===== config.mk =====
export PLATFORM = sky130hd
export DESIGN_NAME = trace_context_header_parser
export DESIGN_NICKNAME = d
export VERILOG_FILES = /design/src/sv/tchp_pkg.sv /design/src/sv/tchp_fifo.sv /design/src/sv/tchp_front.sv /design/src/sv/tchp_back.sv /design/src/sv/trace_context_header_parser.sv
export SDC_FILE = /design/constraint.sdc
export NUM_CORES = 1
export LEC_CHECK = 0
export BUFFER_PORTS_ARGS = -buffer_cell sky130_fd_sc_hd__buf_2
export CAP_MARGIN = 20
export CORE_MARGIN = 2
export CORE_UTILIZATION = 60
export DETAILED_ROUTE_END_ITERATION = 6
export HOLD_SLACK_MARGIN = 0.06
export PLACE_DENSITY = 0.78
export SLEW_MARGIN = 10
export SYNTH_ARGS = -nofsm -noshare
export SYNTH_HDL_FRONTEND = slang
export SYNTH_HIERARCHICAL = 1
export SYNTH_SLANG_ARGS = --single-unit

===== constraint.sdc =====
create_clock -name clock -period 8.3 [get_ports clock]
set_input_delay 1.66 -clock clock [delete_from_list [all_inputs] [get_ports clock]]
set_output_delay 1.66 -clock clock [all_outputs]
set_load 0.05 [all_outputs]

===== src/sv/tchp_pkg.sv =====
// Package: payload, command and configuration types and constants of the header parser.
`default_nettype none
package tchp_pkg;

   localparam logic [7:0] CHAR_DASH  = 8'h2D;
   localparam logic [7:0] CHAR_COMMA = 8'h2C;
   localparam logic [7:0] CHAR_ZERO  = 8'h30;
   localparam logic [7:0] CHAR_NINE  = 8'h39;
   localparam logic [7:0] CHAR_A     = 8'h61;
   localparam logic [7:0] CHAR_F     = 8'h66;
   localparam logic [7:0] CHAR_SPACE = 8'h20;
   localparam logic [7:0] CHAR_DEL   = 8'h7F;
   localparam logic [7:0] HEX_A_BASE = 8'h57;
   localparam logic [7:0] VERSION_INVALID = 8'hFF;

   localparam logic [5:0] HEADER_VALUE_BYTES = 6'd55;
   localparam logic [5:0] POS_SEP_VERSION    = 6'd2;
   localparam logic [5:0] POS_SEP_TRACE      = 6'd35;
   localparam logic [5:0] POS_SEP_PARENT     = 6'd52;
   localparam logic [5:0] POS_FINAL_FIELD    = 6'd54;
   localparam logic [5:0] POS_SATURATE       = 6'd63;

   localparam logic [8:0] COMMA_SATURATE = 9'd511;

   localparam logic [7:0] CSR_MAX_BYTES   = 8'd0;
   localparam logic [7:0] CSR_MAX_MEMBERS = 8'd1;

   localparam logic [9:0] MAX_BYTES_RESET   = 10'd512;
   localparam logic [7:0] MAX_MEMBERS_RESET = 8'd32;

   typedef enum logic [2:0] {
      CLS_VERSION,
      CLS_TRACE,
      CLS_SPAN,
      CLS_FLAGS,
      CLS_SEP,
      CLS_SKIP
   } cls_type;

   typedef struct packed {
      logic       mode;
      logic [7:0] data_byte;
      logic       last;
   } req_type;

   typedef struct packed {
      logic        kind;
      logic        accepted;
      logic [7:0]  version;
      logic [63:0] trace_id_high;
      logic [63:0] trace_id_low;
      logic [63:0] span_id;
      logic [7:0]  flags;
   } rsp_type;

   typedef struct packed {
      logic       mode;
      logic       last;
      cls_type    cls;
      logic [3:0] nibble;
      logic       byte_ok;
      logic       long_enough;
      logic       comma;
   } cmd_type;

   typedef struct packed {
      logic [9:0] max_bytes;
      logic [7:0] max_members;
   } cfg_type;

endpackage
`default_nettype wire


===== src/sv/tchp_fifo.sv =====
// Small register-based queue with count, used between front and back and at the result side.
`default_nettype none
module tchp_fifo #(
   parameter int WIDTH = 8,
   parameter int DEPTH = 2
) (
   input  wire logic             clock,
   input  wire logic             reset,
   input  wire logic             push,
   input  wire logic [WIDTH-1:0] push_data,
   output logic                  full,
   input  wire logic             pop,
   output logic      [WIDTH-1:0] pop_data,
   output logic                  empty
);

   localparam int PW = (DEPTH > 1) ? $clog2(DEPTH) : 1;
   localparam int CW = $clog2(DEPTH + 1);

   logic [WIDTH-1:0] mem_ff [DEPTH];
   logic [PW-1:0]    wr_ptr_ff, wr_ptr_in;
   logic [PW-1:0]    rd_ptr_ff, rd_ptr_in;
   logic [CW-1:0]    count_ff, count_in;
   logic             do_push, do_pop;

   assign full     = (count_ff == CW'(DEPTH));
   assign empty    = (count_ff == '0);
   assign do_push  = push && !full;
   assign do_pop   = pop && !empty;
   assign pop_data = mem_ff[rd_ptr_ff];

   always_comb begin
      wr_ptr_in = wr_ptr_ff;
      rd_ptr_in = rd_ptr_ff;
      count_in  = count_ff;
      if (do_push) begin
         wr_ptr_in = (wr_ptr_ff == PW'(DEPTH - 1)) ? '0 : wr_ptr_ff + 1'b1;
      end
      if (do_pop) begin
         rd_ptr_in = (rd_ptr_ff == PW'(DEPTH - 1)) ? '0 : rd_ptr_ff + 1'b1;
      end
      if (do_push && !do_pop) begin
         count_in = count_ff + 1'b1;
      end else if (do_pop && !do_push) begin
         count_in = count_ff - 1'b1;
      end
   end

   always_ff @(posedge clock) begin
      if (reset) begin
         wr_ptr_ff <= '0;
         rd_ptr_ff <= '0;
         count_ff  <= '0;
      end else begin
         wr_ptr_ff <= wr_ptr_in;
         rd_ptr_ff <= rd_ptr_in;
         count_ff  <= count_in;
      end
   end

   always_ff @(posedge clock) begin
      if (do_push) begin
         mem_ff[wr_ptr_ff] <= push_data;
      end
   end

   a_count_bound: assert property (@(posedge clock) disable iff (reset)
      count_ff <= CW'(DEPTH))
      else $error("queue count above depth");

   a_count_step: assert property (@(posedge clock) disable iff (reset)
      do_push && !do_pop |=> count_ff == $past(count_ff) + 1'b1)
      else $error("queue count did not follow a lone push");

   a_ptr_match: assert property (@(posedge clock) disable iff (reset)
      (count_ff == '0 || count_ff == CW'(DEPTH)) |-> wr_ptr_ff == rd_ptr_ff)
      else $error("queue pointers disagree with count");

endmodule
`default_nettype wire


===== src/sv/tchp_front.sv =====
// Front end: tracks the traceparent byte position and classifies each accepted byte.
`default_nettype none
module tchp_front (
   input  wire logic              clock,
   input  wire logic              reset,
   input  wire logic              accept,
   input  wire tchp_pkg::req_type req,
   output tchp_pkg::cmd_type      cmd
);

   logic [5:0] pos_ff, pos_in;
   logic       is_digit, is_lower, hex_ok;
   logic [7:0] digit_sub, lower_sub;

   assign is_digit  = (req.data_byte >= tchp_pkg::CHAR_ZERO) &&
                      (req.data_byte <= tchp_pkg::CHAR_NINE);
   assign is_lower  = (req.data_byte >= tchp_pkg::CHAR_A) &&
                      (req.data_byte <= tchp_pkg::CHAR_F);
   assign hex_ok    = is_digit || is_lower;
   assign digit_sub = req.data_byte - tchp_pkg::CHAR_ZERO;
   assign lower_sub = req.data_byte - tchp_pkg::HEX_A_BASE;

   always_comb begin
      cmd             = '0;
      cmd.mode        = req.mode;
      cmd.last        = req.last;
      cmd.nibble      = is_digit ? digit_sub[3:0] : lower_sub[3:0];
      cmd.long_enough = (pos_ff >= tchp_pkg::POS_FINAL_FIELD);
      cmd.comma       = (req.data_byte == tchp_pkg::CHAR_COMMA);
      priority if (pos_ff == tchp_pkg::POS_SEP_VERSION ||
                   pos_ff == tchp_pkg::POS_SEP_TRACE ||
                   pos_ff == tchp_pkg::POS_SEP_PARENT ||
                   pos_ff == tchp_pkg::HEADER_VALUE_BYTES) begin
         cmd.cls = tchp_pkg::CLS_SEP;
      end else if (pos_ff > tchp_pkg::HEADER_VALUE_BYTES) begin
         cmd.cls = tchp_pkg::CLS_SKIP;
      end else if (pos_ff < tchp_pkg::POS_SEP_VERSION) begin
         cmd.cls = tchp_pkg::CLS_VERSION;
      end else if (pos_ff < tchp_pkg::POS_SEP_TRACE) begin
         cmd.cls = tchp_pkg::CLS_TRACE;
      end else if (pos_ff < tchp_pkg::POS_SEP_PARENT) begin
         cmd.cls = tchp_pkg::CLS_SPAN;
      end else begin
         cmd.cls = tchp_pkg::CLS_FLAGS;
      end
      if (req.mode) begin
         cmd.byte_ok = (req.data_byte >= tchp_pkg::CHAR_SPACE) &&
                       (req.data_byte != tchp_pkg::CHAR_DEL);
      end else if (cmd.cls == tchp_pkg::CLS_SEP) begin
         cmd.byte_ok = (req.data_byte == tchp_pkg::CHAR_DASH);
      end else if (cmd.cls == tchp_pkg::CLS_SKIP) begin
         cmd.byte_ok = 1'b1;
      end else begin
         cmd.byte_ok = hex_ok;
      end
   end

   always_comb begin
      pos_in = pos_ff;
      if (accept && !req.mode) begin
         if (req.last) begin
            pos_in = '0;
         end else if (pos_ff != tchp_pkg::POS_SATURATE) begin
            pos_in = pos_ff + 1'b1;
         end
      end
   end

   always_ff @(posedge clock) begin
      if (reset) begin
         pos_ff <= '0;
      end else begin
         pos_ff <= pos_in;
      end
   end

endmodule
`default_nettype wire


===== src/sv/tchp_back.sv =====
// Back end: accumulates fields and counts per mode and builds the verdict on the last byte.
`default_nettype none
module tchp_back #(
   parameter int COUNT_BITS = 11
) (
   input  wire logic              clock,
   input  wire logic              reset,
   input  wire tchp_pkg::cfg_type cfg,
   input  wire tchp_pkg::cmd_type cmd,
   input  wire logic              cmd_empty,
   output logic                   cmd_pop,
   input  wire logic              rsp_full,
   output logic                   rsp_push,
   output tchp_pkg::rsp_type      rsp
);

   localparam int CW = (COUNT_BITS > 10) ? COUNT_BITS : 10;

   logic                  checks_ok_ff, checks_ok_in;
   logic                  trace_nz_ff, trace_nz_in;
   logic                  span_nz_ff, span_nz_in;
   logic [7:0]            version_ff, version_in;
   logic [63:0]           trace_hi_ff, trace_hi_in;
   logic [63:0]           trace_lo_ff, trace_lo_in;
   logic [63:0]           span_ff, span_in;
   logic [7:0]            flags_ff, flags_in;
   logic [COUNT_BITS-1:0] count_ff, count_in;
   logic [8:0]            comma_ff, comma_in;
   logic                  bytes_ok_ff, bytes_ok_in;

   logic                  parent_ok, state_ok;
   logic [COUNT_BITS-1:0] count_n;
   logic [8:0]            comma_n;
   logic                  bytes_ok_n;

   assign cmd_pop  = !cmd_empty && (!cmd.last || !rsp_full);
   assign rsp_push = cmd_pop && cmd.last;

   always_comb begin
      checks_ok_in = checks_ok_ff;
      trace_nz_in  = trace_nz_ff;
      span_nz_in   = span_nz_ff;
      version_in   = version_ff;
      trace_hi_in  = trace_hi_ff;
      trace_lo_in  = trace_lo_ff;
      span_in      = span_ff;
      flags_in     = flags_ff;
      count_n      = (count_ff != '1) ? count_ff + 1'b1 : count_ff;
      comma_n      = (cmd.comma && comma_ff != tchp_pkg::COMMA_SATURATE) ?
                     comma_ff + 1'b1 : comma_ff;
      bytes_ok_n   = bytes_ok_ff && cmd.byte_ok;
      count_in     = count_ff;
      comma_in     = comma_ff;
      bytes_ok_in  = bytes_ok_ff;

      if (cmd_pop && !cmd.mode) begin
         checks_ok_in = checks_ok_ff && cmd.byte_ok;
         if (cmd.byte_ok) begin
            unique case (cmd.cls)
               tchp_pkg::CLS_VERSION: begin
                  version_in = {version_ff[3:0], cmd.nibble};
               end
               tchp_pkg::CLS_TRACE: begin
                  trace_hi_in = {trace_hi_ff[59:0], trace_lo_ff[63:60]};
                  trace_lo_in = {trace_lo_ff[59:0], cmd.nibble};
                  trace_nz_in = trace_nz_ff || (cmd.nibble != '0);
               end
               tchp_pkg::CLS_SPAN: begin
                  span_in    = {span_ff[59:0], cmd.nibble};
                  span_nz_in = span_nz_ff || (cmd.nibble != '0);
               end
               tchp_pkg::CLS_FLAGS: begin
                  flags_in = {flags_ff[3:0], cmd.nibble};
               end
               default: begin
               end
            endcase
         end
      end
      if (cmd_pop && cmd.mode) begin
         count_in    = count_n;
         comma_in    = comma_n;
         bytes_ok_in = bytes_ok_n;
      end

      parent_ok = checks_ok_in && cmd.long_enough &&
                  (version_in != tchp_pkg::VERSION_INVALID) && trace_nz_in && span_nz_in;
      state_ok  = bytes_ok_n && (count_n != '0) &&
                  (CW'(count_n) <= CW'(cfg.max_bytes)) &&
                  ((10'(comma_n) + 10'd1) <= 10'(cfg.max_members));

      rsp      = '0;
      rsp.kind = cmd.mode;
      if (cmd.mode) begin
         rsp.accepted = state_ok;
      end else if (parent_ok) begin
         rsp.accepted      = 1'b1;
         rsp.version       = version_in;
         rsp.trace_id_high = trace_hi_in;
         rsp.trace_id_low  = trace_lo_in;
         rsp.span_id       = span_in;
         rsp.flags         = flags_in;
      end

      if (cmd_pop && cmd.last && !cmd.mode) begin
         checks_ok_in = 1'b1;
         trace_nz_in  = 1'b0;
         span_nz_in   = 1'b0;
         version_in   = '0;
         trace_hi_in  = '0;
         trace_lo_in  = '0;
         span_in      = '0;
         flags_in     = '0;
      end
      if (cmd_pop && cmd.last && cmd.mode) begin
         count_in    = '0;
         comma_in    = '0;
         bytes_ok_in = 1'b1;
      end
   end

   always_ff @(posedge clock) begin
      if (reset) begin
         checks_ok_ff <= 1'b1;
         trace_nz_ff  <= 1'b0;
         span_nz_ff   <= 1'b0;
         version_ff   <= '0;
         trace_hi_ff  <= '0;
         trace_lo_ff  <= '0;
         span_ff      <= '0;
         flags_ff     <= '0;
         count_ff     <= '0;
         comma_ff     <= '0;
         bytes_ok_ff  <= 1'b1;
      end else begin
         checks_ok_ff <= checks_ok_in;
         trace_nz_ff  <= trace_nz_in;
         span_nz_ff   <= span_nz_in;
         version_ff   <= version_in;
         trace_hi_ff  <= trace_hi_in;
         trace_lo_ff  <= trace_lo_in;
         span_ff      <= span_in;
         flags_ff     <= flags_in;
         count_ff     <= count_in;
         comma_ff     <= comma_in;
         bytes_ok_ff  <= bytes_ok_in;
      end
   end

   a_reject_zero: assert property (@(posedge clock) disable iff (reset)
      rsp_push && (!rsp.accepted || rsp.kind) |->
         rsp.version == '0 && rsp.trace_id_high == '0 && rsp.trace_id_low == '0 &&
         rsp.span_id == '0 && rsp.flags == '0)
      else $error("verdict carries fields it must zero");

   a_parent_clear: assert property (@(posedge clock) disable iff (reset)
      rsp_push && !cmd.mode |=> checks_ok_ff && !trace_nz_ff && !span_nz_ff)
      else $error("traceparent state not cleared after verdict");

   a_state_clear: assert property (@(posedge clock) disable iff (reset)
      rsp_push && cmd.mode |=> count_ff == '0 && comma_ff == '0 && bytes_ok_ff)
      else $error("tracestate state not cleared after verdict");

endmodule
`default_nettype wire


===== src/sv/trace_context_header_parser.sv =====
// Top level: trace-context header parser with front classifier, command queue, back end and result queue.
// One header value byte is taken per cycle at full rate; a verdict comes out on the last byte of each
// value, after that byte passes the command queue and then the back-end update into the result queue.
// The sustained rate of one byte per cycle is set by the back end, which updates its field shifters and
// counters for one queued byte per cycle; it stalls only when a verdict finds the result queue full, and
// the command queue then fills and raises req_full. Traceparent and tracestate bytes may interleave;
// each mode keeps its own state. Limits are set through the csr port (index 0 byte limit, index 1 member
// limit) by the user, only while the block is idle; the block itself does not enforce this.
`default_nettype none
module trace_context_header_parser #(
   parameter int COUNT_BITS = 11,
   parameter int CMD_DEPTH  = 4,
   parameter int RSP_DEPTH  = 2
) (
   input  wire logic              clock,
   input  wire logic              reset,
   input  wire logic              req_push,
   input  wire tchp_pkg::req_type req_data,
   output logic                   req_full,
   output logic                   rsp_empty,
   input  wire logic              rsp_pop,
   output tchp_pkg::rsp_type      rsp_data,
   input  wire logic              csr_valid,
   output logic                   csr_ready,
   input  wire logic [7:0]        csr_index,
   input  wire logic [9:0]        csr_data
);

   tchp_pkg::cfg_type cfg_ff, cfg_in;
   tchp_pkg::cmd_type front_cmd, back_cmd;
   tchp_pkg::rsp_type back_rsp;
   logic              accept, cmd_empty, cmd_pop, rsp_full, rsp_push;

   assign accept    = req_push && !req_full;
   assign csr_ready = 1'b1;

   always_comb begin
      cfg_in = cfg_ff;
      if (csr_valid && csr_ready) begin
         if (csr_index == tchp_pkg::CSR_MAX_BYTES) begin
            cfg_in.max_bytes = csr_data;
         end else if (csr_index == tchp_pkg::CSR_MAX_MEMBERS) begin
            cfg_in.max_members = csr_data[7:0];
         end
      end
   end

   always_ff @(posedge clock) begin
      if (reset) begin
         cfg_ff.max_bytes   <= tchp_pkg::MAX_BYTES_RESET;
         cfg_ff.max_members <= tchp_pkg::MAX_MEMBERS_RESET;
      end else begin
         cfg_ff <= cfg_in;
      end
   end

   tchp_front u_front (
      .clock  (clock),
      .reset  (reset),
      .accept (accept),
      .req    (req_data),
      .cmd    (front_cmd)
   );

   tchp_fifo #(
      .WIDTH ($bits(tchp_pkg::cmd_type)),
      .DEPTH (CMD_DEPTH)
   ) u_cmd_queue (
      .clock     (clock),
      .reset     (reset),
      .push      (req_push),
      .push_data (front_cmd),
      .full      (req_full),
      .pop       (cmd_pop),
      .pop_data  (back_cmd),
      .empty     (cmd_empty)
   );

   tchp_back #(
      .COUNT_BITS (COUNT_BITS)
   ) u_back (
      .clock     (clock),
      .reset     (reset),
      .cfg       (cfg_ff),
      .cmd       (back_cmd),
      .cmd_empty (cmd_empty),
      .cmd_pop   (cmd_pop),
      .rsp_full  (rsp_full),
      .rsp_push  (rsp_push),
      .rsp       (back_rsp)
   );

   tchp_fifo #(
      .WIDTH ($bits(tchp_pkg::rsp_type)),
      .DEPTH (RSP_DEPTH)
   ) u_rsp_queue (
      .clock     (clock),
      .reset     (reset),
      .push      (rsp_push),
      .push_data (back_rsp),
      .full      (rsp_full),
      .pop       (rsp_pop),
      .pop_data  (rsp_data),
      .empty     (rsp_empty)
   );

endmodule
`default_nettype wire


# After elaboration in Yosys (flattened, before gate mapping)
# Memory sizes are Yosys's and may differ from the RTL's. A register that Yosys moved wholly into a read port is not among the register bits.
# Cells that the tools add are included.
word_totals:
  n_memories: 2
  mem_bits_rw: 468
  output_inout_bits: 213
  reg_bits: 267
op_classes:
  bitwise: 1
  mux: 54
  magnitude_cmp: 12
  n_reduce_logical: 60
  n_addsub: 14
  n_eq_ne: 21
memory_table:
  columns: ["memory", "depth", "width", "read_ports", "rd_ports_with_merged_regs", "write_ports", "line_no", "text"]
  rows:
  - ["u_rsp_queue.mem_ff", 2, 210, 1, 1, 1, "tchp_fifo.sv:20", "logic [WIDTH-1:0] mem_ff [DEPTH];"]
  - ["u_cmd_queue.mem_ff", 4, 12, 1, 1, 1, "tchp_fifo.sv:20", null]
ops:
  columns: ["cell", "n"]
  rows:
  - ["64-bit 2-to-1 mux", 9]
  - ["209-bit 2-to-1 mux", 1]
  - ["208-bit 2-to-1 mux", 1]
  - ["8-bit 2-to-1 mux", 6]
  - ["1-bit logical AND", 28]
  - ["1-bit 2-to-1 mux", 20]
  - ["6-bit == test, second input constant", 3]
  - ["3-bit 2-to-1 mux", 6]
  - ["8-bit by 6-bit == test with 1-bit output, second input constant", 2]
  - ["8-bit by 6-bit greater-or-equal comparator with 1-bit output, second input constant", 2]
  - ["6-bit less-than comparator, second input constant", 2]
  - ["2-bit 2-to-1 mux", 6]
  - ["6-bit 2-to-1 mux", 2]
  - ["11-bit by 1-bit adder with 11-bit output, second input constant", 1]
  - ["11-bit by 10-bit <= comparator with 1-bit output", 1]
  - ["1-bit zero test", 11]
  - ["11-bit 2-to-1 mux", 1]
  - ["11-bit != test, second input constant", 1]
  - ["11-bit nonzero test", 1]
  - ["9-bit by 1-bit adder with 10-bit output, second input constant", 1]
  - ["10-bit by 8-bit <= comparator with 1-bit output", 1]
  - ["9-bit by 1-bit adder with 9-bit output, second input constant", 1]
  - ["3-bit == test, second input constant", 3]
  - ["9-bit 2-to-1 mux", 1]
  - ["34 further kinds", 51]

# Depth between registers and ports, before layout
# Gate-level depths: netlist of the first run.
depth:
  ltp_word: 12
  ltp_mapped: 17
  ltp_nobuf: 16

# Modules after synthesis
# Netlist of the first run, hierarchy kept.
modules_own_cells:
  columns: ["module", "seq_area_each_um2", "area_per_inst_um2", "n_inst", "cells_each"]
  rows:
  - ["tchp_fifo (u_rsp_queue)", 12712.2, 15447.3, 1, 678]
  - ["tchp_back", 4644.5, 10450.0, 1, 1211]
  - ["tchp_fifo (u_cmd_queue)", 1621.6, 2218.4, 1, 112]
  - ["trace_context_header_parser", 360.3, 813.3, 1, 81]
  - ["tchp_front", 120.1, 768.2, 1, 96]

# Worst setup path after synthesis of the first run
# Ideal clock, no wire load.
synth_timing:
  path_kind: "register to register"
  from: "register with a tool-made name"
  to: "memory u_rsp_queue/mem_ff[1][0] in the netlist's numbering, enable pin"
  path_buffers: 1
  period_less_slack_ps: 7222
  arrival_time_ps: 6625
  path_stages_with_launch: 8
  path_slack_ps: 1078
  cell_sequence: "dfxtp_1 -> buf_4 -> mux4_2 -> a21oi_1 -> and2_1 -> inv_1 -> nor2_1 -> and2_1"
synth_lines:
  columns: ["element", "line_no"]
  rows:
  - ["end, declared", "tchp_fifo.sv:20"]

==> results of run 1 <==
-- power groups by stage --
stage,Combinational [mW],Clock (mW),Sequential [mW]
4_1_cts,4.32,3.18,4.85
3_3_place_gp,4.28,0,4.88
6_report,4.30,3.12,4.84
5_1_grt,4.48,3.31,4.90
3_5_place_dp,4.30,0,4.92
2_1_floorplan,3.39,0,4.93
-- logic make-up (layout without fill, tap and decap cells) --
| logic type | count (synthesis) | in the layout | share of synthesized area, % |
|---|---|---|---|
| xor gates and xnor gates | 39 | 39 | 1.15 |
| adders and majority gates | 36 | 36 | 1.54 |
| DFF | 738 | 738 | 65.5 |
| buffers and inverters | 156 | 426 | 3.16 |
| muxes | 454 | 454 | 16.7 |
| other | 1 | 1 | 0.0126 |
| and+or+nand+nor | 653 | 653 | 9.61 |
| AOI/OAI and AO/OA | 101 | 101 | 2.30 |
-- Yosys cell counts (all sizes together) (2+ instances only) --
cell	number	area (sq um)
nor2	471	1770
edfxtp	468	14100
dfxtp	270	5410
mux2i	231	2310
mux2	211	2380
buf	84	662
nand2	42	158
clkbuf	37	139
ha	35	438
inv	34	128
a21oi	33	165
nand2b	29	189
nand3	25	125
o21ai	23	115
xor2	21	184
xnor2	18	158
nor3	17	85.1
and3	12	80.1
mux4	12	270
nor2b	9	58.8
or3	8	51.3
nand4b	6	58.8
o31ai	6	55.1
a31oi	5	31.3
nand3b	5	37.5
a211oi	4	42.5
a21o	4	30.0
and2	4	25.0
nor4	4	31.3
or4b	4	47.6
a2111oi	3	45.1
nand4	3	18.8
nor3b	3	22.5
o211ai	3	22.5
o22ai	3	18.8
a21boi	2	18.8
a311oi	2	17.5
a41oi	2	17.5
and3b	2	17.5
and4b	2	20.0
nor4b	2	17.5
o2111ai	2	17.5
o21bai	2	15.0
or4	2	15.0
-- registers in the layout, indices dropped and copies added (netlist names), 9 cells and up, named ones only --
register,count
u_cmd_queue/mem_ff,48
u_back/trace_lo_ff,64
u_back/span_ff,64
cfg_ff,18
u_back/comma_ff,9
u_back/trace_hi_ff,64
u_back/count_ff,11
u_rsp_queue/mem_ff,420
-- layer usage --
layer  track usage (%)  vias up  part of all wire (%)
met3              3.85      107                   5.0
met1              31.5     8549                    43
met4              9.04        0                   2.9
met5                 0        -                     0
met2              37.9      430                    49
li1                  -     8214                     -
-- worst max-delay path, cell delays in order, from the launching register on --
cell and delay (ns):
dfxtp_1 0.84, mux4_2 0.68, nor2_1 0.29, nand3_1 0.17, nor3_2 0.76, mux2i_1 0.24
nand4b_1 0.29, o2111ai_4 0.14, buf_12 0.56, nor2_1 0.18
-- per-stage QoR --
step	power, mW	utilization [%]	worst slack (ns)
detailed placement	9.22	63.7	3.54
global route	12.7	68.4	3.11
CTS	12.4	68.4	3.50
global placement	9.16	63.7	3.74
finish	12.3	68.4	3.42
floorplan	8.32	-	1.08
-- final cells by class --
| type | count | area (sq um) |
|---|---|---|
| Clock buffer | 109 | 2080 |
| Clock inverter | 27 | 196 |
| Fill cell | 3420 | 15400 |
| Inverter | 35 | 144 |
| Multi-Input combinational cell | 1284 | 9350 |
| Sequential cell | 738 | 19500 |
| Tap cell | 664 | 831 |
| Timing Repair Buffer | 255 | 1360 |
-- final timing paths --
check | startpoint | to | slack [ns]
worst max-delay path | register | u_rsp_queue/mem_ff[0][133]$_DFFE_PP_ | 3.42
worst min-delay path | cfg_ff[14]$_SDFFE_PP0P_ | cfg_ff[14]$_SDFFE_PP0P_ | 0.48
worst max register to register | register | u_rsp_queue/mem_ff[0][133]$_DFFE_PP_ | 3.42
worst min register to register | cfg_ff[14]$_SDFFE_PP0P_ | cfg_ff[14]$_SDFFE_PP0P_ | 0.48
==> results.yml, run 1 <==
power_and_ir_drop:
  switching_share_of_total_power_pct: 39.0
  power-per-cell-area_mw_per_mm2: 367
  total_leakage_power_nw: 13.0
  p_sw_mw: 4.78
  power.combinational.fraction_pct: 35.1
  vdd.ir_drop.worst_v: 0.000274
  seq_power_share_pct: 39.5
  internal_power_summed_over_all_cells_mw: 7.47
  clkPwrFrac_pct: 25.4
clocking:
  number_of_sinks_on_the_clock_net: 738
  cts.hold.buffers_added: 0
  tritoncts_buffer_count: 73
  cts_tree: "built"
  cts.root.buffer_cell: "clkbuf_16"
  post_cts_resize_count: 0
  insertion_delay_ns: 0.61
  htree_num_levels: 3
  clockBufferDepth: 3
  post-cts-setup-buffers: 0
  clkTransAtPathRegs_ns: 0.06
yosys:
  yosysSeqAreaShare_pct: 65.5
  avgSynthCellArea_sq_um: 13.6
  synth_seq_cells: 738
  warnings_from_yosys: 6
  yosysUniqueCellTypes: 74
  syn_nets: 2247
  synth-edff-count: 468
  synth_area_sq_mm: 0.0297
  synthesis.instances: 2178
  ys_dominant_reg_cell: "edfxtp_1"
  share_of_synthesized_flip_flops_with_an_asynchronous_set_or_reset_pct: 0
detailed_routing:
  drtIter0Drc: 1303
  postRouteAntennaNets: 0
  final_wirelength_mm: 60.0
  firstDrtPassIters: 5
  route.detailed.vias_per_inst: 5.56
  detailroute.via_count: 17300
  routed_wire_length_per_instance_um: 19.3
  drc_errors: 0
sta:
  finalSetupTns_ns: 0
  tightestPinTransition_ns: 1.34
  final_slew_viol_count: 0
  max_slew_margin_pct: 10.8
  finalSetupViolCount: 0
  achievable_clock_frequency_mhz: 205
  final_min_period_over_clock_period_pct: 58.8
  finalHoldViolations: 0
  timing.final.crit_period_ns: 4.88
  unrepaired_setup_endpoints_after_global_routing: "false"
  worst_clock_skew_ns: 0.0219
  hold-worst-slack_ns: 0.477
min_path:
  holdCritPathClass: "register to register"
  number_of_stages_on_the_worst_hold_path: 2
placed_design:
  placed_area_sq_mm: 0.0311
  placedCellCount: 2975
  io_buffers: 244
  final_estimated_routing_congestion_in_global_placement: 0.826
  hpwl_mm: 36.3
setup_path:
  worst_r2r_path_depth: 9
  cp_data_arrival_time_ns: 5.16
  worstSetupEndpointType: "register"
  worst-endpoint-required_ns: 8.58
  crit_fanout: 209
  crit_path_start_kind: "register"
  timing_worst_setup_path_type: "register to register"
grt:
  number_of_global_route_vias_before_repair: 17300
  grt_overflow_total: 0
  antenna_found_initial: 1
  grt_pass1_wl_mm: 92.7
  total_routing_resource_utilization_after_global_routing_pct: 23.3
  grt_max_degree: 210
floorplanning:
  ioPinCount: 246
  core_area_sq_mm: 0.0488
  initial_utilization_pct: 60.8
  die_height_um: 226
  dieWidth_um: 226
  floorplan.die_area_sq_mm: 0.0513
  floorplan.rows: 81
run_status:
  outcome: "finished clean"
finish:
  post_route_cells_drive_above_1_share_pct: 25.2
  finalNetCount: 2456
  layout_common_cells: "nor2_1, edfxtp_1, dfxtp_1"
  final-instance-count-excl-fill: 3112
  antenna_cells: 0
  layout.cells.most_common: "nor2_1"
  stdcell_area_sq_mm: 0.0334
  flow.area_growth_from_synthesis_pct: 12.6
run:
  cap_viol_max_count: 0
Note: power is estimated with default switching activity, not from simulation.
==> inputs of run 2 (changes only) <==
--- a/config.mk
+++ b/config.mk
@@ -8,10 +8,10 @@
 export BUFFER_PORTS_ARGS = -buffer_cell sky130_fd_sc_hd__buf_2
 export CAP_MARGIN = 20
 export CORE_MARGIN = 2
-export CORE_UTILIZATION = 60
+export CORE_UTILIZATION = 54
 export DETAILED_ROUTE_END_ITERATION = 6
 export HOLD_SLACK_MARGIN = 0.06
-export PLACE_DENSITY = 0.78
+export PLACE_DENSITY = 0.74
 export SLEW_MARGIN = 10
 export SYNTH_ARGS = -nofsm -noshare
 export SYNTH_HDL_FRONTEND = slang
==> constraint.sdc (replaced) <==
create_clock -name clock -period 3.95 [get_ports clock]
set_input_delay 0.79 -clock clock [delete_from_list [all_inputs] [get_ports clock]]
set_output_delay 0.79 -clock clock [all_outputs]
set_load 0.05 [all_outputs]
==> run 2 against run 1 <==
Critical path depth rose by 7; highest routed layer unchanged; total power rose by 110%; combinational power rose by 120%; clock power rose by 120%; flip-flop and latch count did not move.
==> results.yml, run 2 (synthesized netlist as in run 1, its figures left out) <==
run_status:
  outcome: "finished clean"
min_path:
  holdCritPathClass: "register to register"
setup_path:
  worstSetupEndpointType: "register"
  crit_path_cell_trace: "ha_1 -> nand2_1 -> nor3_1 -> ha_2 -> nor2b_4 -> xor2_1 -> ha_1 -> nand2_1 -> nor4_4 -> xnor2_1 -> ha_1 -> nand3_1 -> a21oi_1 -> a2111oi_2 -> o21ai_0 -> o41ai_2"
  r2r_slack_ns: 0.33
  path_buf_inv: 0
  cp_slowest_cell: "dfxtp_2"
  critPathMostFrequentCell: "ha_1"
  critPathMaxStageDelay_ns: 0.40
  cp_data_arrival_time_ns: 4.00
  crit_path_start_kind: "register"
  crit_fanout: 7
  critical_path.top_delay_family: "adder cells"
  worst-endpoint-required_ns: 4.34
  timing_worst_setup_path_type: "register to register"
detailed_routing:
  postRouteAntennaNets: 0
  drtIter0Drc: 1151
  final_wirelength_mm: 59.9
  firstDrtPassIters: 5
  routed_wire_length_per_instance_um: 18.9
  route.detailed.vias_per_inst: 5.45
  detailroute.via_count: 17300
  drc_errors: 0
sta:
  hold-worst-slack_ns: 0.478
  final_min_period_over_clock_period_pct: 91.6
  final_slew_viol_count: 0
  tightestPinTransition_ns: 0.971
  worst_clock_skew_ns: 0.0210
  setup_slack_ns: 0.333
  achievable_clock_frequency_mhz: 277
  max_slew_margin_pct: 35.3
  finalSetupViolCount: 0
  finalSetupTns_ns: 0
  finalHoldViolations: 0
  unrepaired_setup_endpoints_after_global_routing: "false"
  timing.final.crit_period_ns: 3.62
clocking:
  tritoncts_buffer_count: 75
  htree_num_levels: 3
  number_of_sinks_on_the_clock_net: 738
  cts.root.buffer_cell: "clkbuf_16"
  clkTransAtPathRegs_ns: 0.06
  cts_tree: "built"
  insertion_delay_ns: 0.60
  clockBufferDepth: 3
  cts.hold.buffers_added: 0
finish:
  layout.cells.most_common: "nor2_1"
  fillerInstances: 4044
  flow.area_growth_from_synthesis_pct: 14.4
  post_route_cells_drive_above_1_share_pct: 26.3
  finalNetCount: 2482
  antenna_cells: 0
  layout_common_cells: "nor2_1, edfxtp_1, dfxtp_1"
  largest_register_ff_count: 420
  finish.utilization_pct: 62.8
  largest_register: "u_rsp_queue/mem_ff"
power_and_ir_drop:
  total_leakage_power_nw: 13.3
  power-per-cell-area_mw_per_mm2: 774
  totalPowerFinal_mw: 26.3
  vdd.ir_drop.worst_v: 0.000485
placed_design:
  io_buffers: 244
  hpwl_mm: 37.7
  final_estimated_routing_congestion_in_global_placement: 0.789
  place_worst_setup_slack_ns: 0.0888
grt:
  top_usage_layer: "met2"
  antenna_found_initial: 0
  grt_pass1_wl_mm: 93.3
  total_routing_resource_utilization_after_global_routing_pct: 20.9
  gr-usage-met2_pct: 35.5
  grt.met1_usage_pct: 27.6
  grt_max_degree: 135
  grt_overflow_total: 0
  number_of_global_route_vias_before_repair: 17300
  use_met3_pct: 3.18
floorplanning:
  core_area_sq_mm: 0.0541
  floorplan.rows: 85
  dieWidth_um: 239
  floorplan.die_area_sq_mm: 0.0569
  die_height_um: 239
  ioPinCount: 246
  initial_utilization_pct: 54.9
run:
  cap_viol_max_count: 0
[run 2: path summary, 6_finish.rpt]
kind | from | end | cells after the start
worst min-delay path | cfg_ff[1]$_SDFFE_PP0P_ | cfg_ff[1]$_SDFFE_PP0P_ | 2
worst min register to register | cfg_ff[1]$_SDFFE_PP0P_ | cfg_ff[1]$_SDFFE_PP0P_ | 2
worst max-delay path | u_back/comma_ff[0]$_SDFFE_PP0P_ | u_rsp_queue/mem_ff[1][208]$_DFFE_PP_ | 16
worst max register to register | u_back/comma_ff[0]$_SDFFE_PP0P_ | u_rsp_queue/mem_ff[1][208]$_DFFE_PP_ | 16
[run 2: repair_timing]
action | CTS | global route
buffers inserted | 0 | 1
gates resized for setup | 0 | 10
setup endpoints to repair | 0 | 2
[run 2: per-layer routing]
metal	wire, um	vias up
met4	1250	0
met5	0	-
met2	30200	376
met1	25700	8559
met3	2700	81
li1	-	8261
[run 2: stage by stage]
| step | cells | area, sq um |
|---|---|---|
| floorplan | 2178 | 29700 |
| global placement | 3031 | 31500 |
| detailed placement | 3031 | 31500 |
| CTS | 3167 | 33900 |
| global route | 3168 | 34000 |
| finish | 3168 | 34000 |
[run 2: cell type report]
cell class / count / area (sq um) / share of cell area [%]
clock buffer: 102 / 2090 / 6.16
tap: 696 / 871 / 2.56
multi-input combinational: 1284 / 9390 / 27.6
sequential: 738 / 19500 / 57.3
timing repair buffer: 279 / 1710 / 5.03
clock inverter: 34 / 320 / 0.942
inverter: 35 / 140 / 0.412
[run 2: where the power goes]
part           switching, mW  total (mW)  internal, mW
combinational           6.80        9.27          2.48
sequential             0.423        10.1          9.71
clock                   2.80        6.91          4.10
total                   10.0        26.3          16.3
[run 2: worst register-to-register path, delay by kind of cell (launching register included)]
| family | cells | cell delay [ns] |
|---|---|---|
| DFF | 1 | 0.40 |
| adders and majority gates | 4 | 0.98 |
| xor gates and xnor gates | 2 | 0.37 |
| and+or+nand+nor | 6 | 0.88 |
| AOI/OAI and AO/OA | 4 | 0.79 |
==> inputs of run 3 (changes only) <==
--- a/config.mk
+++ b/config.mk
@@ -15,5 +15,4 @@
 export SLEW_MARGIN = 10
 export SYNTH_ARGS = -nofsm -noshare
 export SYNTH_HDL_FRONTEND = slang
-export SYNTH_HIERARCHICAL = 1
 export SYNTH_SLANG_ARGS = --single-unit
==> run 3 against run 2 <==
Via count is 1.2% lower; combinational power hardly changed; synthesized area is 1.8% lower; clock power is 2% lower; critical path depth is 2 higher; global-route usage is 0.16 points lower; sequential share of layout area is 0.36 points higher; synthesized cell count is 1.8% lower.
==> results.yml, run 3 <==
yosys:
  yosysUniqueCellTypes: 62
  synth_seq_cells: 738
  synth.top_cell.area_share_pct: 48.2
  yosysSeqAreaShare_pct: 66.8
  synth.top_cells.by_count: "nor2_1, edfxtp_1, dfxtp_1"
  synth_area_sq_mm: 0.0291
  synthesis.instances: 2138
  warnings_from_yosys: 0
  yosysMostFrequentCell: "nor2_1"
  avgSynthCellArea_sq_um: 13.6
  share_of_synthesized_flip_flops_with_an_asynchronous_set_or_reset_pct: 0
  netlist.top_cell.by_area: "edfxtp_1"
  syn_nets: 2205
  ys_dominant_reg_cell: "edfxtp_1"
  post_synth_main_area_contributors: "edfxtp_1, dfxtp_1, mux2_2"
  synth-edff-count: 468
clocking:
  cts_tree: "built"
  clockBufferDepth: 3
  post-cts-setup-buffers: 0
  tritoncts_buffer_count: 73
  insertion_delay_ns: 0.60
  clkTransAtPathRegs_ns: 0.06
  number_of_sinks_on_the_clock_net: 738
  htree_num_levels: 3
  cts.root.buffer_cell: "clkbuf_16"
power_and_ir_drop:
  switching_share_of_total_power_pct: 38.0
  vdd.ir_drop.worst_v: 0.000607
  seq_power_share_pct: 38.4
  p_sw_mw: 9.90
  internal_power_summed_over_all_cells_mw: 16.1
  clkPwrFrac_pct: 26.1
  total_leakage_power_nw: 12.3
  power-per-cell-area_mw_per_mm2: 771
  power.combinational.fraction_pct: 35.5
floorplanning:
  floorplan.rows: 85
  core_area_sq_mm: 0.0536
  dieWidth_um: 236
  initial_utilization_pct: 54.4
  ioPinCount: 246
  die_height_um: 236
  floorplan.die_area_sq_mm: 0.0559
min_path:
  holdCritPathClass: "input pin to register"
setup_path:
  path_buf_inv: 1
  cp_data_arrival_time_ns: 4.20
  crit_path_start_kind: "register"
  crit_fanout: 4
  cp_slowest_cell: "a2111o_1"
  critical_path.top_delay_family: "simple AND/OR/NAND/NOR gates"
  critPathMaxStageDelay_ns: 0.41
  critPathMostFrequentCell: "ha_1"
  worstSetupEndpointType: "register"
  timing_worst_setup_path_type: "register to register"
  worst-endpoint-required_ns: 4.37
  crit_path_cell_trace: "ha_1 -> and2_1 -> and3_1 -> ha_1 -> inv_1 -> and2_4 -> mux2_2 -> ha_2 -> o31a_1 -> nand3b_1 -> xnor2_1 -> ha_1 -> nand3_2 -> nor2_2 -> nand2_1 -> a21o_1 -> a2111o_1 -> o31ai_2"
finish:
  fillerInstances: 3967
  sequential_area_sq_mm: 0.0195
  finalNetCount: 2462
  layout.cells.most_common: "nor2_1"
  multi_input_comb_area_sq_mm: 0.00906
  largest_register: "u_rsp_queue.mem_ff"
  antenna_cells: 0
  post_route_cells_drive_above_1_share_pct: 26.6
  final-instance-count-excl-fill: 3150
  largest_register_ff_count: 420
  flow.area_growth_from_synthesis_pct: 15.9
  layout_common_cells: "nor2_1, edfxtp_1, dfxtp_1"
sta:
  finalHoldViolations: 0
  finalSetupTns_ns: 0
  finalSetupViolCount: 0
  max_slew_margin_pct: 31.1
  worst_clock_skew_ns: 0.0146
  achievable_clock_frequency_mhz: 265
  final_min_period_over_clock_period_pct: 95.5
  final_slew_viol_count: 0
  timing.final.crit_period_ns: 3.77
  tightestPinTransition_ns: 1.03
detailed_routing:
  routed_wire_length_per_instance_um: 18.4
  postRouteAntennaNets: 0
  drtIter0Drc: 903
  detailroute.via_count: 17100
  route.detailed.vias_per_inst: 5.42
  firstDrtPassIters: 5
  final_wirelength_mm: 58.0
  drc_errors: 0
run:
  cap_viol_max_count: 0
grt:
  grt_max_degree: 80
  antenna_found_initial: 0
  number_of_global_route_vias_before_repair: 17100
  total_routing_resource_utilization_after_global_routing_pct: 20.7
  grt_pass1_wl_mm: 91.9
  grt_overflow_total: 0
run_status:
  outcome: "finished clean"
placed_design:
  placedCellCount: 3016
  io_buffers: 244
  final_estimated_routing_congestion_in_global_placement: 0.818
  hpwl_mm: 37.5
[run 3: cell types whose count changed after synthesis, moves of 12 or more]
cell,previous run,this run
nand3_1,25,12
o21ai_0,22,8
nand4_1,3,15
clkbuf_1,37,63
buf_6,36,11
nand2b_1,28,5
nor2_1,469,485
[run 3: kinds of logic after synthesis]
kind of cell	after synthesis	synth area share [%]
adders and majority gates	34	1.49
DFF	738	66.8
muxes	457	17.1
buffers and inverters	148	2.38
xor gates and xnor gates	39	1.17
and+or+nand+nor	644	9.34
AOI/OAI and AO/OA	77	1.73
other	1	0.0129
[run 3: timing repair]
| item | 4_1_cts | 5_1_grt |
|---|---|---|
| pin swaps | 0 | 4 |
| setup endpoints to repair | 2 | 2 |
| resized for setup | 2 | 6 |
| hold buffers | 0 | 0 |
[run 3: final cells by class]
class,instances,area share (%)
clock buffer,109,6.39
clock inverter,25,0.630
inverter,32,0.356
multi-input combinational,1252,26.8
sequential,738,57.6
tap,696,2.58
timing repair buffer,298,5.56
[run 3: final timing paths]
path | start | slack, ns | end | depth (start not counted)
hold reg to reg | u_back.checks_ok_ff$_SDFF_PP1_ | 0.48 | u_back.checks_ok_ff$_SDFF_PP1_ | 2
setup / recovery | u_back.comma_ff[1]$_SDFFE_PP0P_ | 0.18 | u_rsp_queue.mem_ff[0][208]$_DFFE_PP_ | 18
setup reg to reg | u_back.comma_ff[1]$_SDFFE_PP0P_ | 0.18 | u_rsp_queue.mem_ff[0][208]$_DFFE_PP_ | 18
hold / removal | csr_data[9] | 0.42 | cfg_ff[17]$_SDFFE_PP1P_ | 3
[run 3: routing by layer]
layer	track usage [%]	part of all wire, %
met5	0	0
met4	6.25	1.7
met3	3.15	4.7
met2	34.5	49
met1	28.2	45
[run 3: worst min-delay path: stages]
cell      delay (ns)
buf_2           0.07
nand2_1         0.04
o211ai_1        0.08
[run 3: power groups by stage]
stage               clock, mW  sequential (mW)  combinational, mW
finish                   6.79             9.99               9.25
global route             7.22             10.1               9.69
CTS                      6.91             9.99               9.35
detailed placement          0             10.2               9.31
global placement            0             10.1               9.29
floorplan                   0             10.2               6.94
[run 3: per-stage QoR]
step	power (mW)	area [sq um]	setup slack [ns]	util (%)	hold WS [ns]
floorplan	17.1	29200	-1.09	-	0.439
global placement	19.4	31400	0.110	58.5	0.447
detailed placement	19.5	31400	-0.0125	58.5	0.463
CTS	26.3	33800	0.0487	63.0	0.381
global route	27.0	33800	-0.0113	63.0	0.416
finish	26.0	33800	0.176	63.0	0.422
